## config.mk

```make
export PLATFORM = sky130hd
export DESIGN_NAME = color_key_point_dedup
export DESIGN_NICKNAME = d
export VERILOG_FILES = /design/src/rtl/ckpd_pkg.sv /design/src/rtl/ckpd_front.sv /design/src/rtl/ckpd_fifo.sv /design/src/rtl/ckpd_back.sv /design/src/rtl/color_key_point_dedup.sv
export SDC_FILE = /design/constraint.sdc
export NUM_CORES = 2
export LEC_CHECK = 0
export BUFFER_PORTS_ARGS = -buffer_cell sky130_fd_sc_hd__clkbuf_2
export CAP_MARGIN = 30
export CORE_AREA = 4 4 396 300
export DETAILED_ROUTE_END_ITERATION = 12
export DIE_AREA = 0 0 400 304
export GPL_TIMING_DRIVEN = 0
export PLACE_DENSITY = 0.82
export SYNTH_ARGS = -nofsm -noshare
export SYNTH_HDL_FRONTEND = slang
export SYNTH_SLANG_ARGS = --single-unit
```

## constraint.sdc

```tcl
create_clock -name clk_i -period 7.05 [get_ports clk_i]
set_input_delay 1.41 -clock clk_i [delete_from_list [all_inputs] [get_ports clk_i]]
set_output_delay 1.41 -clock clk_i [all_outputs]
set_load 0.03 [all_outputs]
```

## src/rtl/ckpd_pkg.sv

```systemverilog
// Shared types and constants of the colour-keyed point detector.
package ckpd_pkg;

  // Fixed field widths.
  localparam int unsigned CoordBits = 11;
  localparam int unsigned SampleBits = 16;
  localparam int unsigned KeyBits = 24;
  localparam int unsigned ThreshBits = 11;
  localparam int unsigned ColEndBits = 12;
  localparam int unsigned TypeBits = 2;
  localparam int unsigned IndexBits = 6;
  localparam int unsigned CfgIndexBits = 3;

  // Depth of the queue between the classifier and the table engine.
  localparam int unsigned QueueDepth = 4;
  localparam int unsigned QueuePtrBits = 2;
  localparam int unsigned QueueCntBits = 3;

  // Configuration register indices.
  typedef enum logic [CfgIndexBits-1:0] {
    CfgKeyColorA    = 3'd0,
    CfgKeyColorB    = 3'd1,
    CfgKeyColorC    = 3'd2,
    CfgNearThresh   = 3'd3,
    CfgColStart     = 3'd4,
    CfgColEnd       = 3'd5
  } cfg_index_e;

  // Reset values of the configuration registers.
  localparam logic [KeyBits-1:0]    KeyColorAReset = 24'hEF1234;
  localparam logic [KeyBits-1:0]    KeyColorBReset = 24'hABCD12;
  localparam logic [KeyBits-1:0]    KeyColorCReset = 24'h123ABC;
  localparam logic [ThreshBits-1:0] NearThreshReset = 11'd25;
  localparam logic [CoordBits-1:0]  ColStartReset = 11'd0;
  localparam logic [ColEndBits-1:0] ColEndReset = 12'd2048;

  // Point types.
  localparam logic [TypeBits-1:0] TypeA = 2'd0;
  localparam logic [TypeBits-1:0] TypeB = 2'd1;
  localparam logic [TypeBits-1:0] TypeC = 2'd2;

  // Input request.
  typedef struct packed {
    logic [CoordBits-1:0]  pixel_x;
    logic [CoordBits-1:0]  pixel_y;
    logic [SampleBits-1:0] red;
    logic [SampleBits-1:0] green;
    logic [SampleBits-1:0] blue;
    logic                  last_pixel;
  } pixel_t;

  // Output request.
  typedef struct packed {
    logic [CoordBits-1:0] point_x;
    logic [CoordBits-1:0] point_y;
    logic [TypeBits-1:0]  point_type;
    logic [IndexBits-1:0] point_index;
    logic                 dropped;
  } point_t;

  // Live configuration.
  typedef struct packed {
    logic [KeyBits-1:0]    key_color_a;
    logic [KeyBits-1:0]    key_color_b;
    logic [KeyBits-1:0]    key_color_c;
    logic [ThreshBits-1:0] near_threshold;
    logic [CoordBits-1:0]  col_start;
    logic [ColEndBits-1:0] col_end;
  } cfg_t;

  // Classified pixel as queued for the table engine.
  typedef struct packed {
    logic [CoordBits-1:0] x;
    logic [CoordBits-1:0] y;
    logic [TypeBits-1:0]  ptype;
    logic                 hit;
    logic                 last;
  } item_t;

  // Queue status seen by the table engine.
  typedef struct packed {
    logic  valid;
    item_t item;
  } queue_out_t;

endpackage

```

## src/rtl/ckpd_front.sv

```systemverilog
// Front end: column window check and key colour classification.
module ckpd_front (
  input  ckpd_pkg::pixel_t in_data_i,
  input  logic             in_valid_i,
  input  ckpd_pkg::cfg_t   cfg_i,
  input  logic             q_full_i,
  output logic             in_stall_o,
  output logic             q_push_o,
  output ckpd_pkg::item_t  q_item_o
);

  logic       in_window;
  logic       hit_a;
  logic       hit_b;
  logic       hit_c;
  logic [7:0] r8;
  logic [7:0] g8;
  logic [7:0] b8;

  // Top byte of each channel is what the keys compare against.
  assign r8 = in_data_i.red[15:8];
  assign g8 = in_data_i.green[15:8];
  assign b8 = in_data_i.blue[15:8];

  assign in_window = (in_data_i.pixel_x >= cfg_i.col_start) &&
                     ({1'b0, in_data_i.pixel_x} < cfg_i.col_end);

  assign hit_a = (cfg_i.key_color_a == {r8, g8, b8});
  assign hit_b = (cfg_i.key_color_b == {r8, g8, b8});
  assign hit_c = (cfg_i.key_color_c == {r8, g8, b8});

  // The first matching key wins.
  always_comb begin
    q_item_o.x = in_data_i.pixel_x;
    q_item_o.y = in_data_i.pixel_y;
    q_item_o.last = in_data_i.last_pixel;
    q_item_o.hit = in_window && (hit_a || hit_b || hit_c);
    if (hit_a) begin
      q_item_o.ptype = ckpd_pkg::TypeA;
    end else if (hit_b) begin
      q_item_o.ptype = ckpd_pkg::TypeB;
    end else begin
      q_item_o.ptype = ckpd_pkg::TypeC;
    end
  end

  // Only matches and frame ends have anything for the back end to do.
  assign in_stall_o = q_full_i;
  assign q_push_o = in_valid_i && !q_full_i && (q_item_o.hit || q_item_o.last);

endmodule

```

## src/rtl/ckpd_fifo.sv

```systemverilog
// Short queue between the classifier and the table engine.
module ckpd_fifo (
  input  logic                  clk_i,
  input  logic                  rst_ni,
  input  logic                  push_i,
  input  ckpd_pkg::item_t       item_i,
  input  logic                  pop_i,
  output logic                  full_o,
  output ckpd_pkg::queue_out_t  q_o
);

  ckpd_pkg::item_t                       mem_q [ckpd_pkg::QueueDepth];
  logic [ckpd_pkg::QueuePtrBits-1:0]     wr_ptr_q, wr_ptr_d;
  logic [ckpd_pkg::QueuePtrBits-1:0]     rd_ptr_q, rd_ptr_d;
  logic [ckpd_pkg::QueueCntBits-1:0]     cnt_q, cnt_d;
  logic                                  do_push;
  logic                                  do_pop;

  assign full_o = (cnt_q == ckpd_pkg::QueueCntBits'(ckpd_pkg::QueueDepth));
  assign do_push = push_i && !full_o;
  assign do_pop = pop_i && (cnt_q != '0);

  assign q_o.valid = (cnt_q != '0);
  assign q_o.item = mem_q[rd_ptr_q];

  // Pointer and fill bookkeeping.
  always_comb begin
    wr_ptr_d = do_push ? wr_ptr_q + 1'b1 : wr_ptr_q;
    rd_ptr_d = do_pop ? rd_ptr_q + 1'b1 : rd_ptr_q;
    cnt_d = cnt_q;
    if (do_push && !do_pop) begin
      cnt_d = cnt_q + 1'b1;
    end else if (!do_push && do_pop) begin
      cnt_d = cnt_q - 1'b1;
    end
  end

  always_ff @(posedge clk_i or negedge rst_ni) begin
    if (!rst_ni) begin
      wr_ptr_q <= '0;
      rd_ptr_q <= '0;
      cnt_q <= '0;
    end else begin
      wr_ptr_q <= wr_ptr_d;
      rd_ptr_q <= rd_ptr_d;
      cnt_q <= cnt_d;
    end
  end

  // Queue storage.
  always_ff @(posedge clk_i) begin
    if (do_push) begin
      mem_q[wr_ptr_q] <= item_i;
    end
  end

endmodule

```

## src/rtl/ckpd_back.sv

```systemverilog
// Back end: point table scan, insertion and result register.
module ckpd_back #(
  parameter int unsigned MAX_POINTS = 64
) (
  input  logic                 clk_i,
  input  logic                 rst_ni,
  input  ckpd_pkg::cfg_t       cfg_i,
  input  ckpd_pkg::queue_out_t q_i,
  output logic                 q_pop_o,
  output logic                 out_valid_o,
  input  logic                 out_stall_i,
  output ckpd_pkg::point_t     out_data_o
);

  localparam int unsigned AW = (MAX_POINTS > 1) ? $clog2(MAX_POINTS) : 1;
  localparam int unsigned CW = $clog2(MAX_POINTS + 1);
  localparam int unsigned EW = 2 * ckpd_pkg::CoordBits;

  typedef enum logic [2:0] {
    StIdle = 3'b001,
    StScan = 3'b010,
    StEmit = 3'b100
  } state_e;

  state_e                       state_q, state_d;
  ckpd_pkg::item_t              cur_q, cur_d;
  logic [CW-1:0]                count_q, count_d;
  logic [CW-1:0]                scan_q, scan_d;
  logic                         pend_q, pend_d;
  logic                         out_valid_q, out_valid_d;
  ckpd_pkg::point_t             out_data_q, out_data_d;
  logic [EW-1:0]                tbl_mem [MAX_POINTS];
  logic [EW-1:0]                rd_q;
  logic                         tbl_we;
  logic                         full;
  logic                         near_hit;
  logic [ckpd_pkg::CoordBits-1:0] rd_x, rd_y, dx, dy;

  assign full = (count_q == CW'(MAX_POINTS));
  assign rd_x = rd_q[EW-1:ckpd_pkg::CoordBits];
  assign rd_y = rd_q[ckpd_pkg::CoordBits-1:0];

  // Per-axis distance to the entry read last cycle.
  assign dx = (cur_q.x > rd_x) ? cur_q.x - rd_x : rd_x - cur_q.x;
  assign dy = (cur_q.y > rd_y) ? cur_q.y - rd_y : rd_y - cur_q.y;
  assign near_hit = pend_q && (dx <= cfg_i.near_threshold) &&
                    (dy <= cfg_i.near_threshold);

  // Sequencer: take an item, scan stored points, then emit or discard.
  always_comb begin
    state_d = state_q;
    cur_d = cur_q;
    count_d = count_q;
    scan_d = scan_q;
    pend_d = 1'b0;
    q_pop_o = 1'b0;
    tbl_we = 1'b0;
    out_valid_d = out_valid_q && out_stall_i;
    out_data_d = out_data_q;
    case (state_q)
      StIdle: begin
        if (q_i.valid) begin
          q_pop_o = 1'b1;
          cur_d = q_i.item;
          if (q_i.item.hit) begin
            scan_d = '0;
            state_d = StScan;
          end else if (q_i.item.last) begin
            count_d = '0;
          end
        end
      end
      StScan: begin
        if (near_hit) begin
          // Close to an existing point: nothing to report.
          state_d = StIdle;
          if (cur_q.last) begin
            count_d = '0;
          end
        end else if (scan_q == count_q && !pend_q) begin
          state_d = StEmit;
        end else if (scan_q != count_q) begin
          pend_d = 1'b1;
          scan_d = scan_q + 1'b1;
        end
      end
      StEmit: begin
        if (!out_valid_q || !out_stall_i) begin
          out_valid_d = 1'b1;
          out_data_d.point_x = cur_q.x;
          out_data_d.point_y = cur_q.y;
          out_data_d.point_type = cur_q.ptype;
          if (full) begin
            out_data_d.point_index = '0;
            out_data_d.dropped = 1'b1;
            count_d = count_q;
          end else begin
            out_data_d.point_index = ckpd_pkg::IndexBits'(count_q);
            out_data_d.dropped = 1'b0;
            tbl_we = 1'b1;
            count_d = count_q + 1'b1;
          end
          if (cur_q.last) begin
            count_d = '0;
          end
          state_d = StIdle;
        end
      end
      default: begin
        state_d = StIdle;
      end
    endcase
  end

  always_ff @(posedge clk_i or negedge rst_ni) begin
    if (!rst_ni) begin
      state_q <= StIdle;
      count_q <= '0;
      scan_q <= '0;
      pend_q <= 1'b0;
      out_valid_q <= 1'b0;
    end else begin
      state_q <= state_d;
      count_q <= count_d;
      scan_q <= scan_d;
      pend_q <= pend_d;
      out_valid_q <= out_valid_d;
    end
  end

  always_ff @(posedge clk_i) begin
    cur_q <= cur_d;
    out_data_q <= out_data_d;
  end

  // Point table: one write port, one registered read port.
  always_ff @(posedge clk_i) begin
    if (tbl_we) begin
      tbl_mem[count_q[AW-1:0]] <= {cur_q.x, cur_q.y};
    end
    rd_q <= tbl_mem[scan_q[AW-1:0]];
  end

  assign out_valid_o = out_valid_q;
  assign out_data_o = out_data_q;

endmodule

```

## src/rtl/color_key_point_dedup.sv

```systemverilog
// Top level of the colour-keyed point detector with proximity merging.
//
// Pixels inside the column window whose top colour bytes equal one of three
// keys become points, unless a stored point lies within the threshold on
// both axes. The front end takes one pixel per cycle while the queue has room
// and places matching pixels and frame ends in a four-entry queue; pixels that
// neither match nor end a frame go no further. The back end works on one
// queued item at a time: a match is compared with each point stored so far
// in the frame, read one entry per cycle through the table's single read
// port. A match that lands near a stored point finishes with no result.
// Emitting waits while an earlier result is still held by a stalled receiver.
// The table needs no clearing pass: a fill count marks which entries are
// valid and is zeroed after each frame's last pixel. When the table is full
// a new point is reported with dropped set and slot zero. Configuration may
// only be written while the block is idle.
module color_key_point_dedup #(
  parameter int unsigned MAX_POINTS = 64
) (
  input  logic                                clk_i,
  input  logic                                rst_ni,
  input  logic                                in_valid_i,
  output logic                                in_stall_o,
  input  ckpd_pkg::pixel_t                    in_data_i,
  output logic                                out_valid_o,
  input  logic                                out_stall_i,
  output ckpd_pkg::point_t                    out_data_o,
  input  logic                                cfg_we_i,
  input  logic [ckpd_pkg::CfgIndexBits-1:0]   cfg_index_i,
  input  logic [ckpd_pkg::KeyBits-1:0]        cfg_wdata_i
);

  ckpd_pkg::cfg_t       cfg_q;
  ckpd_pkg::item_t      push_item;
  ckpd_pkg::queue_out_t q_out;
  logic                 q_push;
  logic                 q_pop;
  logic                 q_full;

  // Configuration registers.
  always_ff @(posedge clk_i or negedge rst_ni) begin
    if (!rst_ni) begin
      cfg_q.key_color_a <= ckpd_pkg::KeyColorAReset;
      cfg_q.key_color_b <= ckpd_pkg::KeyColorBReset;
      cfg_q.key_color_c <= ckpd_pkg::KeyColorCReset;
      cfg_q.near_threshold <= ckpd_pkg::NearThreshReset;
      cfg_q.col_start <= ckpd_pkg::ColStartReset;
      cfg_q.col_end <= ckpd_pkg::ColEndReset;
    end else if (cfg_we_i) begin
      case (cfg_index_i)
        ckpd_pkg::CfgKeyColorA: cfg_q.key_color_a <= cfg_wdata_i;
        ckpd_pkg::CfgKeyColorB: cfg_q.key_color_b <= cfg_wdata_i;
        ckpd_pkg::CfgKeyColorC: cfg_q.key_color_c <= cfg_wdata_i;
        ckpd_pkg::CfgNearThresh: begin
          cfg_q.near_threshold <= cfg_wdata_i[ckpd_pkg::ThreshBits-1:0];
        end
        ckpd_pkg::CfgColStart: begin
          cfg_q.col_start <= cfg_wdata_i[ckpd_pkg::CoordBits-1:0];
        end
        ckpd_pkg::CfgColEnd: begin
          cfg_q.col_end <= cfg_wdata_i[ckpd_pkg::ColEndBits-1:0];
        end
        default: begin
        end
      endcase
    end
  end

  // Classifier.
  ckpd_front u_front (
    .in_data_i  (in_data_i),
    .in_valid_i (in_valid_i),
    .cfg_i      (cfg_q),
    .q_full_i   (q_full),
    .in_stall_o (in_stall_o),
    .q_push_o   (q_push),
    .q_item_o   (push_item)
  );

  // Decoupling queue.
  ckpd_fifo u_fifo (
    .clk_i  (clk_i),
    .rst_ni (rst_ni),
    .push_i (q_push),
    .item_i (push_item),
    .pop_i  (q_pop),
    .full_o (q_full),
    .q_o    (q_out)
  );

  // Table engine.
  ckpd_back #(
    .MAX_POINTS (MAX_POINTS)
  ) u_back (
    .clk_i       (clk_i),
    .rst_ni      (rst_ni),
    .cfg_i       (cfg_q),
    .q_i         (q_out),
    .q_pop_o     (q_pop),
    .out_valid_o (out_valid_o),
    .out_stall_i (out_stall_i),
    .out_data_o  (out_data_o)
  );

`ifndef SYNTH
  // A dropped point never claims a table slot.
  a_drop_index: assert property (@(posedge clk_i) disable iff (!rst_ni)
    out_valid_o && out_data_o.dropped |-> out_data_o.point_index == '0)
    else $error("dropped point carries a slot index");

  // Only the three key types are ever reported.
  a_type_range: assert property (@(posedge clk_i) disable iff (!rst_ni)
    out_valid_o |-> out_data_o.point_type != 2'd3)
    else $error("reported point type out of range");

  // The table engine never takes from an empty queue.
  a_pop_nonempty: assert property (@(posedge clk_i) disable iff (!rst_ni)
    q_pop |-> q_out.valid)
    else $error("queue popped while empty");

  // A queued request is never lost to a full queue.
  a_push_room: assert property (@(posedge clk_i) disable iff (!rst_ni)
    q_push |-> !q_full)
    else $error("queue pushed while full");
`endif

endmodule
```

**Word level (Yosys, flattened, before mapping)**

Memory sizes are Yosys's and may differ from the RTL's. A register that Yosys moved wholly into a read port is not among the register bits.
Index checks and enable logic that the tools add are counted.
W data, S select, Z words.

- Memories kept: 2
- Output and inout port bits: 33
- Bits of input ports: 103
- Register bits: 188
- Memory bits (writable): 1512
- Logic and storage cells: 149

Memory list:

| memory | depth | bits a word | read ports | clocked after memory_dff | wr ports | line | source |
|---|---|---|---|---|---|---|---|
| u_back.tbl_mem | 64 | 22 | 1 | 1 | 1 | ckpd_back.sv:32 | `logic [EW-1:0] tbl_mem [MAX_POINTS];` |
| u_fifo.mem_q | 4 | 26 | 1 | 0 | 1 | ckpd_fifo.sv:12 | `ckpd_pkg::item_t mem_q [ckpd_pkg::QueueDepth];` |

- Equality and inequality tests: 27
- Magnitude comparators: 6
- Reduce and logical (&&, ||, !) cells: 38
- Muxes and demuxes: 43
- Add/sub/neg operators: 10

Operators by type and width:

| cell | count |
|---|---|
| $mux W7 | 13 |
| $eq A24 B24 Y1 | 3 |
| $sub A11 B11 Y11 | 4 |
| $gt A11 B11 Y1 | 2 |
| $le A11 B11 Y1 | 2 |
| $mux W11 | 2 |
| $mux W3 | 7 |
| $pmux W7 S3 | 1 |
| $mux W1 | 16 |
| $reduce_and A2 Y1 | 8 |
| $add A7 B1 Y7 const B | 2 |
| $pmux W7 S2 | 1 |
| $eq A3 B3 Y1 const B | 4 |
| $logic_and A1 B1 Y1 | 12 |
| $lt A11 B12 Y1 | 1 |
| $ne A2 B1 Y1 const B | 6 |
| $ge A11 B11 Y1 | 1 |
| $eq A3 B2 Y1 const B | 3 |
| $pmux W3 S3 | 1 |
| $ne A2 B2 Y1 const B | 4 |
| $reduce_and A8 Y1 | 1 |
| $eq A7 B7 Y1 | 1 |
| $eq A7 B7 Y1 const B | 1 |
| $ne A7 B7 Y1 | 1 |
| 14 further kinds | 27 |

**Longest topological paths before layout**

- Word-level depth: 11
- Gate-level depth with buffers: 22
- Gate-level depth less buffers: 21

**Cells and area by module**

A second synthesis with hierarchy kept.

- Cell total of the unflattened synthesis: 3200
- Area total of the unflattened synthesis: 69166.3 sq um

By module, submodules not included:

| module | area an instance (sq um) | seq. area each (sq um) | instances | cells each |
|---|---|---|---|---|
| ckpd_back | 59251.8 | 44879.3 | 1 | 2604 |
| ckpd_fifo | 4226.6 | 3298.2 | 1 | 171 |
| color_key_point_dedup | 4136.5 | 2701.3 | 1 | 229 |
| ckpd_front | 1551.5 | 0.0 | 1 | 196 |

**Worst setup path before layout**

OpenSTA, ideal clock, no wires.

- Path kind: flip-flop to flip-flop
- From: reg u_back.cur_q[8] (netlist name)
- To: reg u_back.scan_q[1]
- Stages on the path, launching flop included: 19
- Period minus slack after synthesis: 5.279 ns
- Buffers on the path: 2
- Arrival: 5.153 ns
- Data required time: 6.924 ns
- Setup time: 0.126 ns
- Slack: 1.771 ns
- Cell sequence: edfxtp_1 -> ha_1 -> clkbuf_1 -> and3_1 -> a221oi_1 -> o21ai_0 -> o211a_1 -> o22ai_1 -> buf_2 -> mux2i_1 -> xor2_1 -> ha_1 -> a21o_1 -> a21o_1 -> a2111oi_0 -> nor2_1 -> o21ai_1 -> nor2_1 -> a221o_1

- Cells in the longest elaborated chain, start to end: 6
- Elaborated cells on any way between the ends: 8
- Those cells by class: add/sub (2); order compare (2); eq/ne (1); mux (1); reduce/logical (2)

Ends and longest elaborated chain:

| what | line | source |
|---|---|---|
| start, declared | ckpd_back.sv:26 | `ckpd_pkg::item_t cur_q, cur_d;` |
| start signal, assigned | ckpd_back.sv:132 | `cur_q <= cur_d;` |
| $sub A11 B11 Y11 / $gt A11 B11 Y1 (equally long branches) | ckpd_back.sv:45 | `assign dy = (cur_q.y > rd_y) ? cur_q.y - rd_y : rd_y - cur_q.y;` |
| $mux W11 (*) | ckpd_back.sv:45 |  |
| $le A11 B11 Y1 (*) | ckpd_back.sv:47 | `(dy <= cfg_i.near_threshold);` |
| $logic_and A1 B1 Y1 (*) | ckpd_back.sv:46 | `assign near_hit = pend_q && (dx <= cfg_i.near_threshold) &&` |
| $ne A2 B2 Y1 (no source line) (*) | n/a |  |
| $reduce_and A6 Y1 (no source line) (*) | n/a |  |
| end signal, assigned | ckpd_back.sv:125 | `scan_q <= scan_d;` |
| end, declared | ckpd_back.sv:28 | `logic [CW-1:0] scan_q, scan_d;` |

Every way passes the cells marked *; elsewhere a longest branch is shown, timed or not.
A chain may end at the register's enable or synchronous reset.

**Worst setup path after layout**

- From: reg u_back.cur_q[20] (netlist name)
- To: reg u_back.scan_q[0]

- Cells in the longest elaborated chain, start to end: 7
- Elaborated cells on any way between the ends: 9
- Those cells by class: add/sub (2); order compare (2); eq/ne (1); mux (1); reduce/logical (3)

Ends and longest elaborated chain:

| what | line | source |
|---|---|---|
| $sub A11 B11 Y11 / $gt A11 B11 Y1 (equally long branches) | ckpd_back.sv:44 | `assign dx = (cur_q.x > rd_x) ? cur_q.x - rd_x : rd_x - cur_q.x;` |
| $mux W11 (*) | ckpd_back.sv:44 |  |
| $le A11 B11 Y1 (*) | ckpd_back.sv:46 |  |
| $logic_and A1 B1 Y1 (*) (2 in series) | ckpd_back.sv:46 |  |
| $ne A2 B2 Y1 (no source line) (*) | n/a |  |
| $reduce_and A6 Y1 (no source line) (*) | n/a |  |

Marks and branches as above.

==> results.cfg <==
[synth]
synth_top_family_by_area = multiplexers
synth_flop_cell = edfxtp_1
synth_cell_types = 64
synthTopCellsByArea = edfxtp_1 69%, mux4_2 16%, dfrtp_1 3.4%
synthMuxAreaShare_pct = 17.9
yosysTopAreaCell = edfxtp_1
yosysSeqAreaShare_pct = 74.1
synth-simple-area-share_pct = 1.96
synthArstFlopShare_pct = 7.67
synth-edff-count = 1568
syn_area_mm2 = 0.0687
synth_commonest_cells = 1568 x edfxtp_1, 488 x mux4_2, 110 x nor2_1
synth_fa_ha_area_share_pct = 1.84
syn-num-nets = 3402
synth_top_area_share_pct = 68.6
synthXorXnorAreaFrac_pct = 1.30
synth_warnings = 0
synth_cells = 3201
yosysMostFrequentCell = edfxtp_1
synth_compound_area_share_pct = 1.43
ys_seq_elements = 1722
avgSynthCellArea_um2 = 21.4

[power_and_ir_drop]
p_int_mw = 21.6
p_seq_share_pct = 42.4
clockPowerShare_pct = 26.7
switchingPower_mw = 10.3
swShare_pct = 32.3
irDropWorstVdd_mv = 0.249
cellPowerDensity_mw_per_mm2 = 402
power.leakage_nw = 25.8
p_total_mw = 31.9
power_frac_comb_pct = 30.9

[worst_hold_path]
hp-start = u_back.cur_q[3]
hold_end = u_back.out_data_o[8]
hold_class = reg2reg
hold_depth = 0

[layout]
fin_cells = 5287
nNetsFinal = 3803
drive_above_1_share_pct = 32.6
area_growth_pct = 15.5
final_area_mm2 = 0.0793

[detailed_routing]
post_drt_wl_per_cell_um = 38.2
firstDrtPassIters = 8
vias_per_cell = 7.12
drc_errors = 0
drt_wl_total_um = 202000
antenna_left = 0
drt_iter0_drc = 6311
vias = 37600

[setup_path]
critPathLaunchType = register
r2r_end = u_back.scan_q[0]
cp.arrival_ns = 7.12
crit_required_ns = 7.76
path_max_fanout = 19
r2r_start = u_back.cur_q[20]
rrSetupSlack_ns = 0.65
setup.worst_path.end_class = register
worstSetupPathType = reg2reg
reg2reg_depth = 20

[floorplan]
start_util_pct = 59.7
core_mm2 = 0.115
fp.dieH_um = 304
fp.dieW_um = 400
design.die.area_mm2 = 0.122
fp-row-count = 108
pin_count = 136

[clock_tree]
post-cts-setup-buffer-count = 0
cts_buffers = 152
cts-resized-gates = 0
clock_latency_ns = 0.79
clk_pin_slew_ns = 0.07
cts_buffer_depth = 3
holdBufCountCts = 0
cts_tree = done
h-tree-depth = 4
clockRootBuffer = clkbuf_16
cts_num_sinks = 1722

[timing]
slew_viol_final = 0
setup_ws_ns = 0.647
slew_headroom_pct = 23.4
whs_ns = 0.439
final.period_utilization_pct = 90.8
finClkSkew_ns = 0.0276
period_needed_ns = 6.40
finalSetupViolCount = 0
rsz0062_at_grt = no
fmax_ghz = 0.156
hold_viol = 0
worst_slew_pin_slew_ns = 1.15

[placement]
placed_area_mm2 = 0.0740
numPortBuffers = 111
place_inst = 4974
gp_congestion = 0.930
dp_slack_ns = 0.999
hpwl_um = 128000

[global_route]
grt.overflow.total = 0
antenna_found_initial = 23
grt_max_degree = 80
grt_usage_pct = 33.3
grt_pass1_wl_um = 283000
grt_pass1_vias = 37400

[run]
cap_violations = 0

[outcome]
outcome = finished clean
-- through the flow --
step | util [%] | setup TNS, ns
2_1_floorplan | - | 0
3_3_place_gp | 61.9 | -511.75
3_5_place_dp | 64.4 | 0
4_1_cts | 68.7 | 0
5_1_grt | 68.9 | 0
6_report | 68.9 | 0
-- power by group through the flow --
stage,clock network (mW),logic (mW),registers [mW]
finish,8.52,9.85,13.5
global route,9.00,10.3,13.5
CTS,8.52,9.50,13.5
detailed placement,0,9.28,13.7
global placement,0,6.58,15.1
floorplan,0,4.75,14.1
-- placed cells by master, fill, tap and decap left out, types with 8 or more instances in the layout --
master     Yosys  layout
clkbuf_2       0     110
nor3_1        10      10
o21ai_0       36      36
xor2_1        46      46
nor2_2         0      47
a21o_1        16      16
clkbuf_1      80     118
diode_2        0      15
nor2_1       110      46
buf_2         28      28
nor2_4         0      17
nand3_1       19      19
buf_16         0      68
clkbuf_16      0     154
edfxtp_1    1568    1568
nand2_1       49      49
clkinv_1       0      26
mux4_2       488     488
a21oi_1       43      42
clkinv_2       0      17
buf_4         11      11
mux2i_1       15      15
nor2b_1       10      10
buf_6          4      11
inv_1         97      97
dfxtp_1       22      22
o21bai_1       9       9
bufinv_16      0      12
nor4_1        14      14
dfrtp_1       92      92
ha_1          93      93
inv_6          0       8
mux2_2       101     101
dfstp_2       40      40
buf_8          0      59
buf_1         24      24
xnor2_1       56      56
clkbuf_8       0       9
nand4_1       25      25
-- layer usage --
metal  track usage (%)  share of wire [%]
met2              48.6                 46
met3              11.9                 15
met4              14.6                5.4
met1              46.0                 34
met5                 0              0.027
-- area by class of cell --
cell class | instances | area, um2
clock inverters | 84 | 862
plain buffers | 147 | 658
flip-flops and latches | 1722 | 50900
multi-input cells | 1235 | 17000
inverters | 97 | 364
diodes | 15 | 37.5
clock buffers | 200 | 4110
fillers | 6437 | 35700
repair buffers | 247 | 3430
well taps | 1540 | 1930
-- worst max-delay path by stage --
stage,depth (start not counted),from,slack (ns),endpoint
6_report,20,u_back.cur_q[20],0.65,u_back.scan_q[0]
5_1_grt,20,u_back.cur_q[20],0.23,u_back.scan_q[0]
4_1_cts,20,u_back.cur_q[20],0.90,u_back.scan_q[0]
3_5_place_dp,20,u_back.cur_q[20],1.0,u_back.scan_q[0]
3_3_place_gp,4,out_stall_i,-0.87,u_back.tbl_mem[59][12]
2_1_floorplan,18,u_back.cur_q[8],1.77,u_back.scan_q[1]
-- critical path, stage by stage (launching register included) --
cell,delay [ns]
edfxtp_1,0.73
buf_16,0.31
buf_16,0.17
ha_1,0.29
clkbuf_1,0.35
nand4_1,0.16
nor3_1,0.48
nor2_1,0.10
a21oi_1,0.37
buf_2,0.33
mux2_2,0.37
ha_1,0.28
nor2b_1,0.13
o21ai_0,0.18
a21oi_1,0.10
a2111oi_0,0.44
nor2_1,0.20
o21ai_1,0.63
and2_0,0.22
clkbuf_1,0.26
o22a_1,0.21
-- flip-flops by register name, summed over array words and instances (netlist names), 7 cells and up --
name               flops
cfg_q                106
u_fifo.mem_q         104
u_back.scan_q          7
u_back.rd_q           22
u_back.tbl_mem      1408
u_back.count_q         7
u_back.out_data_o     31
u_back.cur_q          25
-- cell families (layout without fill, tap and decap cells) --
group | Yosys count | in the layout
fa+ha+maj | 98 | 98
xor+xnor | 102 | 102
mux | 604 | 604
compound gates | 153 | 153
simple gates | 278 | 278
flops | 1722 | 1722
other cells | 0 | 15
buf+inv | 244 | 775
Power figures use the tool's default switching activity.
